===== config.mk =====
export PLATFORM = sky130hd
export DESIGN_NAME = modular_multiply_64_top
export DESIGN_NICKNAME = d
export VERILOG_FILES = /design/src/rtl/core/mm64_pkg.sv /design/src/rtl/core/mm64_reduce.sv /design/src/rtl/core/mm64_mac.sv /design/src/rtl/core/modular_multiply_64_top.sv
export SDC_FILE = /design/constraint.sdc
export NUM_CORES = 2
export LEC_CHECK = 0
export BUFFER_PORTS_ARGS = -buffer_cell sky130_fd_sc_hd__buf_4
export CAP_MARGIN = 0
export CORE_MARGIN = 2
export CORE_UTILIZATION = 40
export CTS_BUF_LIST = sky130_fd_sc_hd__clkbuf_2
export CTS_CLUSTER_SIZE = 16
export DETAILED_ROUTE_END_ITERATION = 10
export GPL_ROUTABILITY_DRIVEN = 0
export SLEW_MARGIN = 25
export SYNTH_ARGS = -nofsm -noshare
export SYNTH_HDL_FRONTEND = slang
export SYNTH_HIERARCHICAL = 1
export SYNTH_SLANG_ARGS = --single-unit

===== constraint.sdc =====
create_clock -name i_clk -period 5.6 [get_ports i_clk]
set_input_delay 0.28 -clock i_clk [delete_from_list [all_inputs] [get_ports i_clk]]
set_output_delay 0.28 -clock i_clk [all_outputs]
set_load 0.005 [all_outputs]

===== src/rtl/core/mm64_pkg.sv =====
`timescale 1ns / 1ps

package mm64_pkg;

    // Control handed from the sequencer to each serial datapath unit
    typedef struct packed {
        logic load;  // take fresh operands, clear the accumulator
        logic step;  // advance one bit
    } t_unit_ctl;

endpackage


===== src/rtl/core/mm64_reduce.sv =====
`timescale 1ns / 1ps

module mm64_reduce
    import mm64_pkg::*;
#(
    parameter int WIDTH = 64
) (
    input  logic             i_clk,
    input  t_unit_ctl        i_ctl,
    input  logic [WIDTH-1:0] i_value,
    input  logic [WIDTH-1:0] i_modulus,
    output logic [WIDTH-1:0] o_rem
);

    logic [WIDTH-1:0] r_val;
    logic [WIDTH-1:0] r_rem;
    logic [WIDTH:0]   w_trial;
    logic [WIDTH:0]   w_diff;
    logic [WIDTH-1:0] n_rem;

    // Bring down the next dividend bit, subtract the modulus where it fits
    always_comb begin
        w_trial = {r_rem, r_val[WIDTH-1]};
        w_diff  = w_trial - {1'b0, i_modulus};
        if (w_trial >= {1'b0, i_modulus}) begin
            n_rem = w_diff[WIDTH-1:0];
        end else begin
            n_rem = w_trial[WIDTH-1:0];
        end
    end

    always_ff @(posedge i_clk) begin
        if (i_ctl.load) begin
            r_val <= i_value;
            r_rem <= '0;
        end else if (i_ctl.step) begin
            r_val <= {r_val[WIDTH-2:0], 1'b0};
            r_rem <= n_rem;
        end
    end

    assign o_rem = r_rem;

endmodule


===== src/rtl/core/mm64_mac.sv =====
`timescale 1ns / 1ps

module mm64_mac
    import mm64_pkg::*;
#(
    parameter int WIDTH = 64
) (
    input  logic             i_clk,
    input  t_unit_ctl        i_ctl,
    input  logic             i_bit,
    input  logic [WIDTH-1:0] i_seed,
    input  logic [WIDTH-1:0] i_modulus,
    output logic [WIDTH-1:0] o_sum
);

    logic [WIDTH-1:0] r_dbl;
    logic [WIDTH-1:0] r_sum;
    logic [WIDTH:0]   w_add;
    logic [WIDTH:0]   w_add_sub;
    logic [WIDTH:0]   w_twice;
    logic [WIDTH:0]   w_twice_sub;
    logic [WIDTH-1:0] n_sum;
    logic [WIDTH-1:0] n_dbl;

    // Both operands stay below the modulus, so one conditional subtract suffices
    always_comb begin
        w_add       = {1'b0, r_sum} + {1'b0, r_dbl};
        w_add_sub   = w_add - {1'b0, i_modulus};
        w_twice     = {r_dbl, 1'b0};
        w_twice_sub = w_twice - {1'b0, i_modulus};
        if (w_add >= {1'b0, i_modulus}) begin
            n_sum = w_add_sub[WIDTH-1:0];
        end else begin
            n_sum = w_add[WIDTH-1:0];
        end
        if (w_twice >= {1'b0, i_modulus}) begin
            n_dbl = w_twice_sub[WIDTH-1:0];
        end else begin
            n_dbl = w_twice[WIDTH-1:0];
        end
    end

    always_ff @(posedge i_clk) begin
        if (i_ctl.load) begin
            r_dbl <= i_seed;
            r_sum <= '0;
        end else if (i_ctl.step) begin
            r_dbl <= n_dbl;
            if (i_bit) begin
                r_sum <= n_sum;
            end
        end
    end

    assign o_sum = r_sum;

endmodule


===== src/rtl/core/modular_multiply_64_top.sv =====
`timescale 1ns / 1ps

// Channel   Direction  Handshake           Payload
// request   in         start & !busy       i_multiplicand, i_multiplier, i_modulus
// result    out        o_valid (1 cycle)   o_product_mod
//
// A request runs from acceptance through bit-serial restoring reduction of the
// multiplier, a seed step that loads the double-and-add unit, double-and-add steps
// over the multiplicand bits, LSB first, registration of the result, and the
// strobe. A zero modulus or operand skips the loops and goes straight to
// registering a zero result and the strobe.
// Reset is synchronous, active low, and clears the sequencer and the strobe.
// The receiver cannot stall: o_valid is high for exactly one cycle, and the
// next request may be taken in that same cycle.
module modular_multiply_64_top
    import mm64_pkg::*;
#(
    parameter int WIDTH = 64
) (
    input  logic             i_clk,
    input  logic             i_rst_n,
    input  logic             start,
    output logic             busy,
    input  logic [WIDTH-1:0] i_multiplicand,
    input  logic [WIDTH-1:0] i_multiplier,
    input  logic [WIDTH-1:0] i_modulus,
    output logic             o_valid,
    output logic [WIDTH-1:0] o_product_mod
);

    localparam int CntW = (WIDTH > 1) ? $clog2(WIDTH) : 1;

    typedef enum logic [4:0] {
        S_IDLE   = 5'b00001,
        S_REDUCE = 5'b00010,
        S_SEED   = 5'b00100,
        S_MULT   = 5'b01000,
        S_DONE   = 5'b10000
    } t_state;

    t_state            r_state;
    t_state            n_state;
    logic [CntW-1:0]   r_cnt;
    logic [CntW-1:0]   n_cnt;
    logic [WIDTH-1:0]  r_mcand;
    logic [WIDTH-1:0]  r_mod;
    logic              r_zero;
    logic              r_valid;
    logic [WIDTH-1:0]  r_prod;
    logic              w_accept;
    logic              w_zero_in;
    t_unit_ctl         w_red_ctl;
    t_unit_ctl         w_mac_ctl;
    logic [WIDTH-1:0]  w_rem;
    logic [WIDTH-1:0]  w_sum;

    assign busy      = (r_state != S_IDLE);
    assign w_accept  = start && !busy;
    // Any zero operand gives zero; a zero modulus would otherwise upset the loops
    assign w_zero_in = (i_modulus == '0) || (i_multiplicand == '0) || (i_multiplier == '0);

    // Sequencer: reduce, seed, double-and-add, deliver
    always_comb begin
        n_state       = r_state;
        n_cnt         = r_cnt;
        w_red_ctl     = '0;
        w_mac_ctl     = '0;
        case (r_state)
            S_IDLE: begin
                if (w_accept) begin
                    w_red_ctl.load = 1'b1;
                    n_cnt          = CntW'(WIDTH - 1);
                    n_state        = w_zero_in ? S_DONE : S_REDUCE;
                end
            end
            S_REDUCE: begin
                w_red_ctl.step = 1'b1;
                n_cnt          = r_cnt - 1'b1;
                if (r_cnt == '0) begin
                    n_state = S_SEED;
                end
            end
            S_SEED: begin
                // Remainder is final now: hand it to the double-and-add unit
                w_mac_ctl.load = 1'b1;
                n_cnt          = CntW'(WIDTH - 1);
                n_state        = S_MULT;
            end
            S_MULT: begin
                w_mac_ctl.step = 1'b1;
                n_cnt          = r_cnt - 1'b1;
                if (r_cnt == '0) begin
                    n_state = S_DONE;
                end
            end
            S_DONE: begin
                n_state = S_IDLE;
            end
            default: begin
                n_state = S_IDLE;
            end
        endcase
    end

    // Control state
    always_ff @(posedge i_clk) begin
        if (!i_rst_n) begin
            r_state <= S_IDLE;
            r_cnt   <= '0;
            r_valid <= 1'b0;
        end else begin
            r_state <= n_state;
            r_cnt   <= n_cnt;
            r_valid <= (r_state == S_DONE);
        end
    end

    // Operand holding: latch on acceptance, shift multiplicand out LSB first; register the result in S_DONE
    always_ff @(posedge i_clk) begin
        if (w_accept) begin
            r_mcand <= i_multiplicand;
            r_mod   <= i_modulus;
            r_zero  <= w_zero_in;
        end else if (w_mac_ctl.step) begin
            r_mcand <= {1'b0, r_mcand[WIDTH-1:1]};
        end
        if (r_state == S_DONE) begin
            r_prod <= r_zero ? '0 : w_sum;
        end
    end

    mm64_reduce #(
        .WIDTH (WIDTH)
    ) u_reduce (
        .i_clk     (i_clk),
        .i_ctl     (w_red_ctl),
        .i_value   (i_multiplier),
        .i_modulus (r_mod),
        .o_rem     (w_rem)
    );

    mm64_mac #(
        .WIDTH (WIDTH)
    ) u_mac (
        .i_clk     (i_clk),
        .i_ctl     (w_mac_ctl),
        .i_bit     (r_mcand[0]),
        .i_seed    (w_rem),
        .i_modulus (r_mod),
        .o_sum     (w_sum)
    );

    assign o_valid       = r_valid;
    assign o_product_mod = r_prod;

endmodule

[After elaboration in Yosys (flattened, before gate mapping)]
Cells that the tools add are included.
Storage, ports and cells
  output and inout port bits: 66
  logic and storage cells: 65
  input bits: 195
  register bits after elaboration: 461
Operators by class
  magnitude comparators: 3
  add/subtract/negate cells: 5
  equal/unequal tests: 9
  reductions and logical operators: 16
  mux-type cells: 21
Operator list (count)
  64-bit 2-to-1 mux: 9
  65-bit by 64-bit greater-or-equal comparator with 1-bit output: 3
  64-bit logical NOT: 3
  64-bit subtractor: 3
  64-bit by 64-bit adder with 65-bit output: 1
  5-bit 2-to-1 mux: 4
  5-bit case mux with 4 select lines: 1
  6-bit case mux with 3 select lines: 1
  6-bit logical NOT: 1
  6-bit 2-to-1 mux: 1
  2-bit != test, second input constant: 3
  2-bit nonzero test: 3
  6-bit by 1-bit subtractor with 6-bit output, second input constant: 1
  5-bit by 1-bit == test with 1-bit output, second input constant: 1
  5-bit by 2-bit == test with 1-bit output, second input constant: 1
  5-bit by 3-bit == test with 1-bit output, second input constant: 1
  5-bit by 4-bit == test with 1-bit output, second input constant: 1
  5-bit == test, second input constant: 1
  1-bit 2-to-1 mux: 5
  5-bit by 1-bit != test with 1-bit output, second input constant: 1
  2-bit AND reduction: 2
  3-bit AND reduction: 1
  3-bit nonzero test: 1
  1-bit logical OR: 2
  other kinds (3): 3

[Logic depth before layout (Yosys ltp)]
  depth in word-level cells: 6
  depth in mapped cells: 26
  depth with buffers taken out: 23

[Modules after synthesis]
The synthesis kept the hierarchy.
Modules (own cells, without submodules)
  mm64_mac: instances 1, cells each 2327, sequential area each 3203.1 sq um, area each 17579.4 sq um
  mm64_reduce: instances 1, cells each 1148, sequential area each 3203.1 sq um, area each 9676.8 sq um
  modular_multiply_64_top: instances 1, cells each 605, sequential area each 6035.8 sq um, area each 8017.7 sq um

[Worst setup path after synthesis]
Ideal clock, no wire load.
  path kind: flip-flop to flip-flop
  start: register r_state[1]
  end: register r_prod[0], in the netlist o_product_mod[0] (enable)
  arrival: 5453 ps
  period minus slack after synthesis: 6033 ps
  data required time: 5020 ps
  slack: -433 ps
  library setup time: 580 ps
  stages on the path, launching flop included: 3
  path buffers: 0
  cells stage by stage: dfxtp_1 -> or3_4 -> nor3b_1
On the way
  cells in the longest elaborated chain, start to end: 1
RTL lines
  start: declaration: line modular_multiply_64_top.sv:41  | t_state r_state;
  start signal: assignment: line modular_multiply_64_top.sv:112  | r_state <= n_state;
  5-bit == test: line modular_multiply_64_top.sv:127  | if (r_state == S_DONE) begin
  end signal: assignment: line modular_multiply_64_top.sv:128  | r_prod <= r_zero ? '0 : w_sum;
  end: declaration: line modular_multiply_64_top.sv:49  | logic [WIDTH-1:0] r_prod;
No other way between the ends.
A chain may end at the register's enable or synchronous reset.

[Final worst setup path]
  start: register u_mac.r_dbl[0]
  end: register u_mac.r_sum[46], in the netlist u_mac/o_sum[46]
On the way
  cells in the longest elaborated chain, start to end: 3
  elaborated cells between the ends (all ways): 4
  classes of those cells: add/sub (2); order compare (1); mux (1)
RTL lines
  start: declaration: line mm64_mac.sv:16  | logic [WIDTH-1:0] r_dbl;
  start signal: assignment: line mm64_mac.sv:45  | r_dbl <= i_seed;
  start signal: assignment: line mm64_mac.sv:48  | r_dbl <= n_dbl;
  64-bit by 64-bit adder with 65-bit output *: line mm64_mac.sv:27  | w_add = {1'b0, r_sum} + {1'b0, r_dbl};
  64-bit subtractor / 65-bit by 64-bit greater-or-equal comparator with 1-bit output (equally long branches): line mm64_mac.sv:28, mm64_mac.sv:31
  64-bit 2-to-1 mux *: line mm64_mac.sv:31  | if (w_add >= {1'b0, i_modulus}) begin
  end signal: assignment: line mm64_mac.sv:50  | r_sum <= n_sum;
  end: declaration: line mm64_mac.sv:17  | logic [WIDTH-1:0] r_sum;
Mark *: on every way between the ends. The rest lies on a longest branch, timed or not.

==> metrics.yaml <==
hold_path.class: "in2reg"
via_per_inst: 5.68
startpoint_type: "flip-flop"
clockBufferDepth: 3
min-delay-start: "i_modulus[33]"
grt_pass1_wl_um: 194000
antenna_found_initial: 11
p_leak_nw: 19.3
yosysWarnings: 6
syn_inst: 4080
final_area_um2: 46600
synth_area_um2: 35300
grt_setup_unrepaired: "true"
drc: 0
finalSetupViolCount: 0
r2r-end: "u_mac/o_sum[46]$_SDFFE_PP0P_"
htreeDepth: 4
min_period_ns: 5.46
crit_type: "reg2reg"
grt-ovfl-total: 0
clk_latency_ns: 1.35
drive_above_1_share: 0.178
num_vias: 35500
path_max_fanout: 8
ir_drop_uv: 191
placed_cell_area_um2: 39000
multi_input_area_um2: 21900
power_mw: 10.4
whs_path_depth: 3
slew_violations: 0
synth_top_area_frac: 0.273
die-area_um2: 90600
period_share: 0.975
drt-wirelength-per-cell_um: 20.5
dr.first_iter.drc_count: 3099
p_per_area_nw_per_um2: 223
place_ws_ns: -0.0513
fin_skew_ns: 0.105
syn-num-nets: 4537
clockRootBuffer: "clkbuf_2"
endpoint_kind: "flip-flop"
wl_um: 128000
post_synth.cell_area_avg_um2: 8.65
cts_made_buffers: 133
max_stage_delay_ns: 0.49
fp.coreArea_um2: 87000
ios: 261
cts_tree: "built"
dr.pass1.iters: 6
dpl.hpwl_um: 89600
fp.dieW_um: 301
grt_util_all_layers: 0.274
r2r_slack_ns: 0.14
reg2reg_from: "u_mac/r_dbl[0]$_DFFE_PP_"
grt_pass1_vias: 34100
slew_headroom: 0.300
layout_setup_ws_ns: 0.138
ys_seq_elements: 461
holdPathEnd: "r_mod[33]$_DFFE_PP_"
status: "finished clean"
cp.required_ns: 6.81
fmax_ghz: 0.183
synth_top_cell_by_area: "edfxtp_1"
drv_cap: 0
yosysUniqueCellTypes: 110
final_hold_viol_count: 0
reg2reg_depth: 28
cts_num_sinks: 461
synth_area_leaders: "edfxtp_1 27%, ha_1 9.2%, dfxtp_1 7.9%"
cpMostUsedCell: "buf_4"
start_util: 0.405
area_growth_pct: 32.1
register_area_um2: 12400
clk_pin_slew_ns: 0.11
arrival_ns: 6.67
io_buffers: 260
row_count: 108
n_fill_cell: 7930
synth_top_flop_cell: "edfxtp_1"
grt_max_degree: 122
slowest_stage: "a311o_2"
nNetsFinal: 5428
tightestPinTransition_ns: 1.05
synthArstFlopShare: 0
drtAntennaViolNets: 0
seq_area_frac_synth: 0.353
synth_edf_count: 321
dieHeight_um: 301
## synth_stat cells (all sizes together) (95+ instances only)
library cell,instances
o21ai,214
a21oi,326
clkbuf,159
nor2,283
nor2b,101
a21o,109
edfxtp,321
inv,193
xnor2,139
nand2,609
dfxtp,140
xor2,95
ha,258
## cell usage in the layout (no fill, tap or decap), types with 58 or more instances in the layout
cell type / netlist / final
a211oi_1: 80 / 72
a21o_1: 109 / 109
a21oi_1: 321 / 304
buf_4: 11 / 433
clkbuf_2: 0 / 202
dfxtp_1: 140 / 140
dlygate4sd3_1: 0 / 533
edfxtp_1: 321 / 321
ha_1: 258 / 245
inv_1: 191 / 189
mux2_2: 66 / 66
nand2_1: 607 / 602
nand3_1: 67 / 67
nand3b_1: 58 / 58
nand4_1: 89 / 89
nor2_1: 283 / 281
nor2b_1: 101 / 101
nor4_1: 69 / 65
o21ai_0: 169 / 159
xnor2_1: 139 / 129
xor2_1: 95 / 93
## per-stage QoR
step | hold WS [ns] | utilization | setup TNS [ns] | instances
final | 0.225 | 0.536 | 0 | 6247
after global routing | 0.0110 | 0.535 | -0.891 | 6245
after CTS | 0.000168 | 0.527 | 0 | 6216
after detailed placement | 0.470 | 0.448 | -1.14 | 5434
after global placement | 0.462 | 0.448 | 0 | 5434
after floorplan | 0.342 | - | 0 | 4080
## state kept, by name (all words and copies together), names as in the netlist
name	count
o_product_mod	64
o_valid	1
r_cnt	6
r_mcand	64
r_mod	64
r_state	5
r_zero	1
u_mac/o_sum	64
u_mac/r_dbl	64
u_reduce/o_rem	64
u_reduce/r_val	64
## what timing repair did
item                                    CTS  global route
pin swaps                                13            55
buffers inserted                          7            17
endpoints found under the setup margin   59            64
cloned                                    1             0
gates resized for setup                  22           115
hold endpoints to repair                328             0
hold buffers                            533             0
## power by group
part	switching (mW)	internal, mW	leakage (nW)	total (mW)
Clock	1.65	1.20	0.985	2.86
Combinational	1.84	1.51	14.0	3.36
Sequential	0.200	3.99	4.28	4.19
## cell families after synthesis
family,count (synthesis),share of synthesized area
fa+ha+maj,262,0.0938
simple gates,1468,0.198
flops,461,0.353
xor+xnor,234,0.0581
mux,114,0.0348
buf+inv,413,0.0479
compound gates,1128,0.214
## cell type report
cell class                      instances  area share
Antenna cell                           15    0.000805
Clock buffer                          202      0.0217
Clock inverter                         39     0.00690
Inverter                              193      0.0158
Multi-Input combinational cell       3206       0.469
Sequential cell                       461       0.267
Tap cell                             1155      0.0310
Timing Repair Buffer                  976       0.188
## worst max-delay path, delay by kind of cell, from the launching register on
family | cells | cell delay [ns]
buffers and inverters | 5 | 0.80
adder cells (fa/ha/maj) | 3 | 0.88
AO/OA/AOI/OAI | 13 | 2.43
XOR/XNOR | 1 | 0.16
AND/OR/NAND/NOR | 6 | 0.59
flip-flops | 1 | 0.46
## how the worst max path moves through the flow
stage / startpoint / endpoint / slack, ns
global placement: u_mac/r_dbl[22]$_DFFE_PP_ / u_mac/o_sum[56]$_SDFFE_PP0P_ / 0.06
detailed placement: u_mac/r_dbl[0]$_DFFE_PP_ / u_mac/o_sum[60]$_SDFFE_PP0P_ / -0.05
floorplan: u_mac/r_dbl[0]$_DFFE_PP_ / u_mac/o_sum[58]$_SDFFE_PP0P_ / 0.46
finish: u_mac/r_dbl[0]$_DFFE_PP_ / u_mac/o_sum[46]$_SDFFE_PP0P_ / 0.14
CTS: u_mac/r_dbl[0]$_DFFE_PP_ / u_mac/o_sum[55]$_SDFFE_PP0P_ / 0.006
global route: u_mac/r_dbl[0]$_DFFE_PP_ / u_mac/o_sum[40]$_SDFFE_PP0P_ / -0.07
## metal layers
layer,GRT usage,vias up,wire (µm),share of wire
met5,0,-,11,0.000086
met4,0.109,2,4610,0.036
met3,0.0460,227,8950,0.070
met2,0.431,1505,57300,0.45
met1,0.374,16800,57300,0.45
li1,-,16900,-,-
Note: power is estimated with default switching activity, not from simulation.
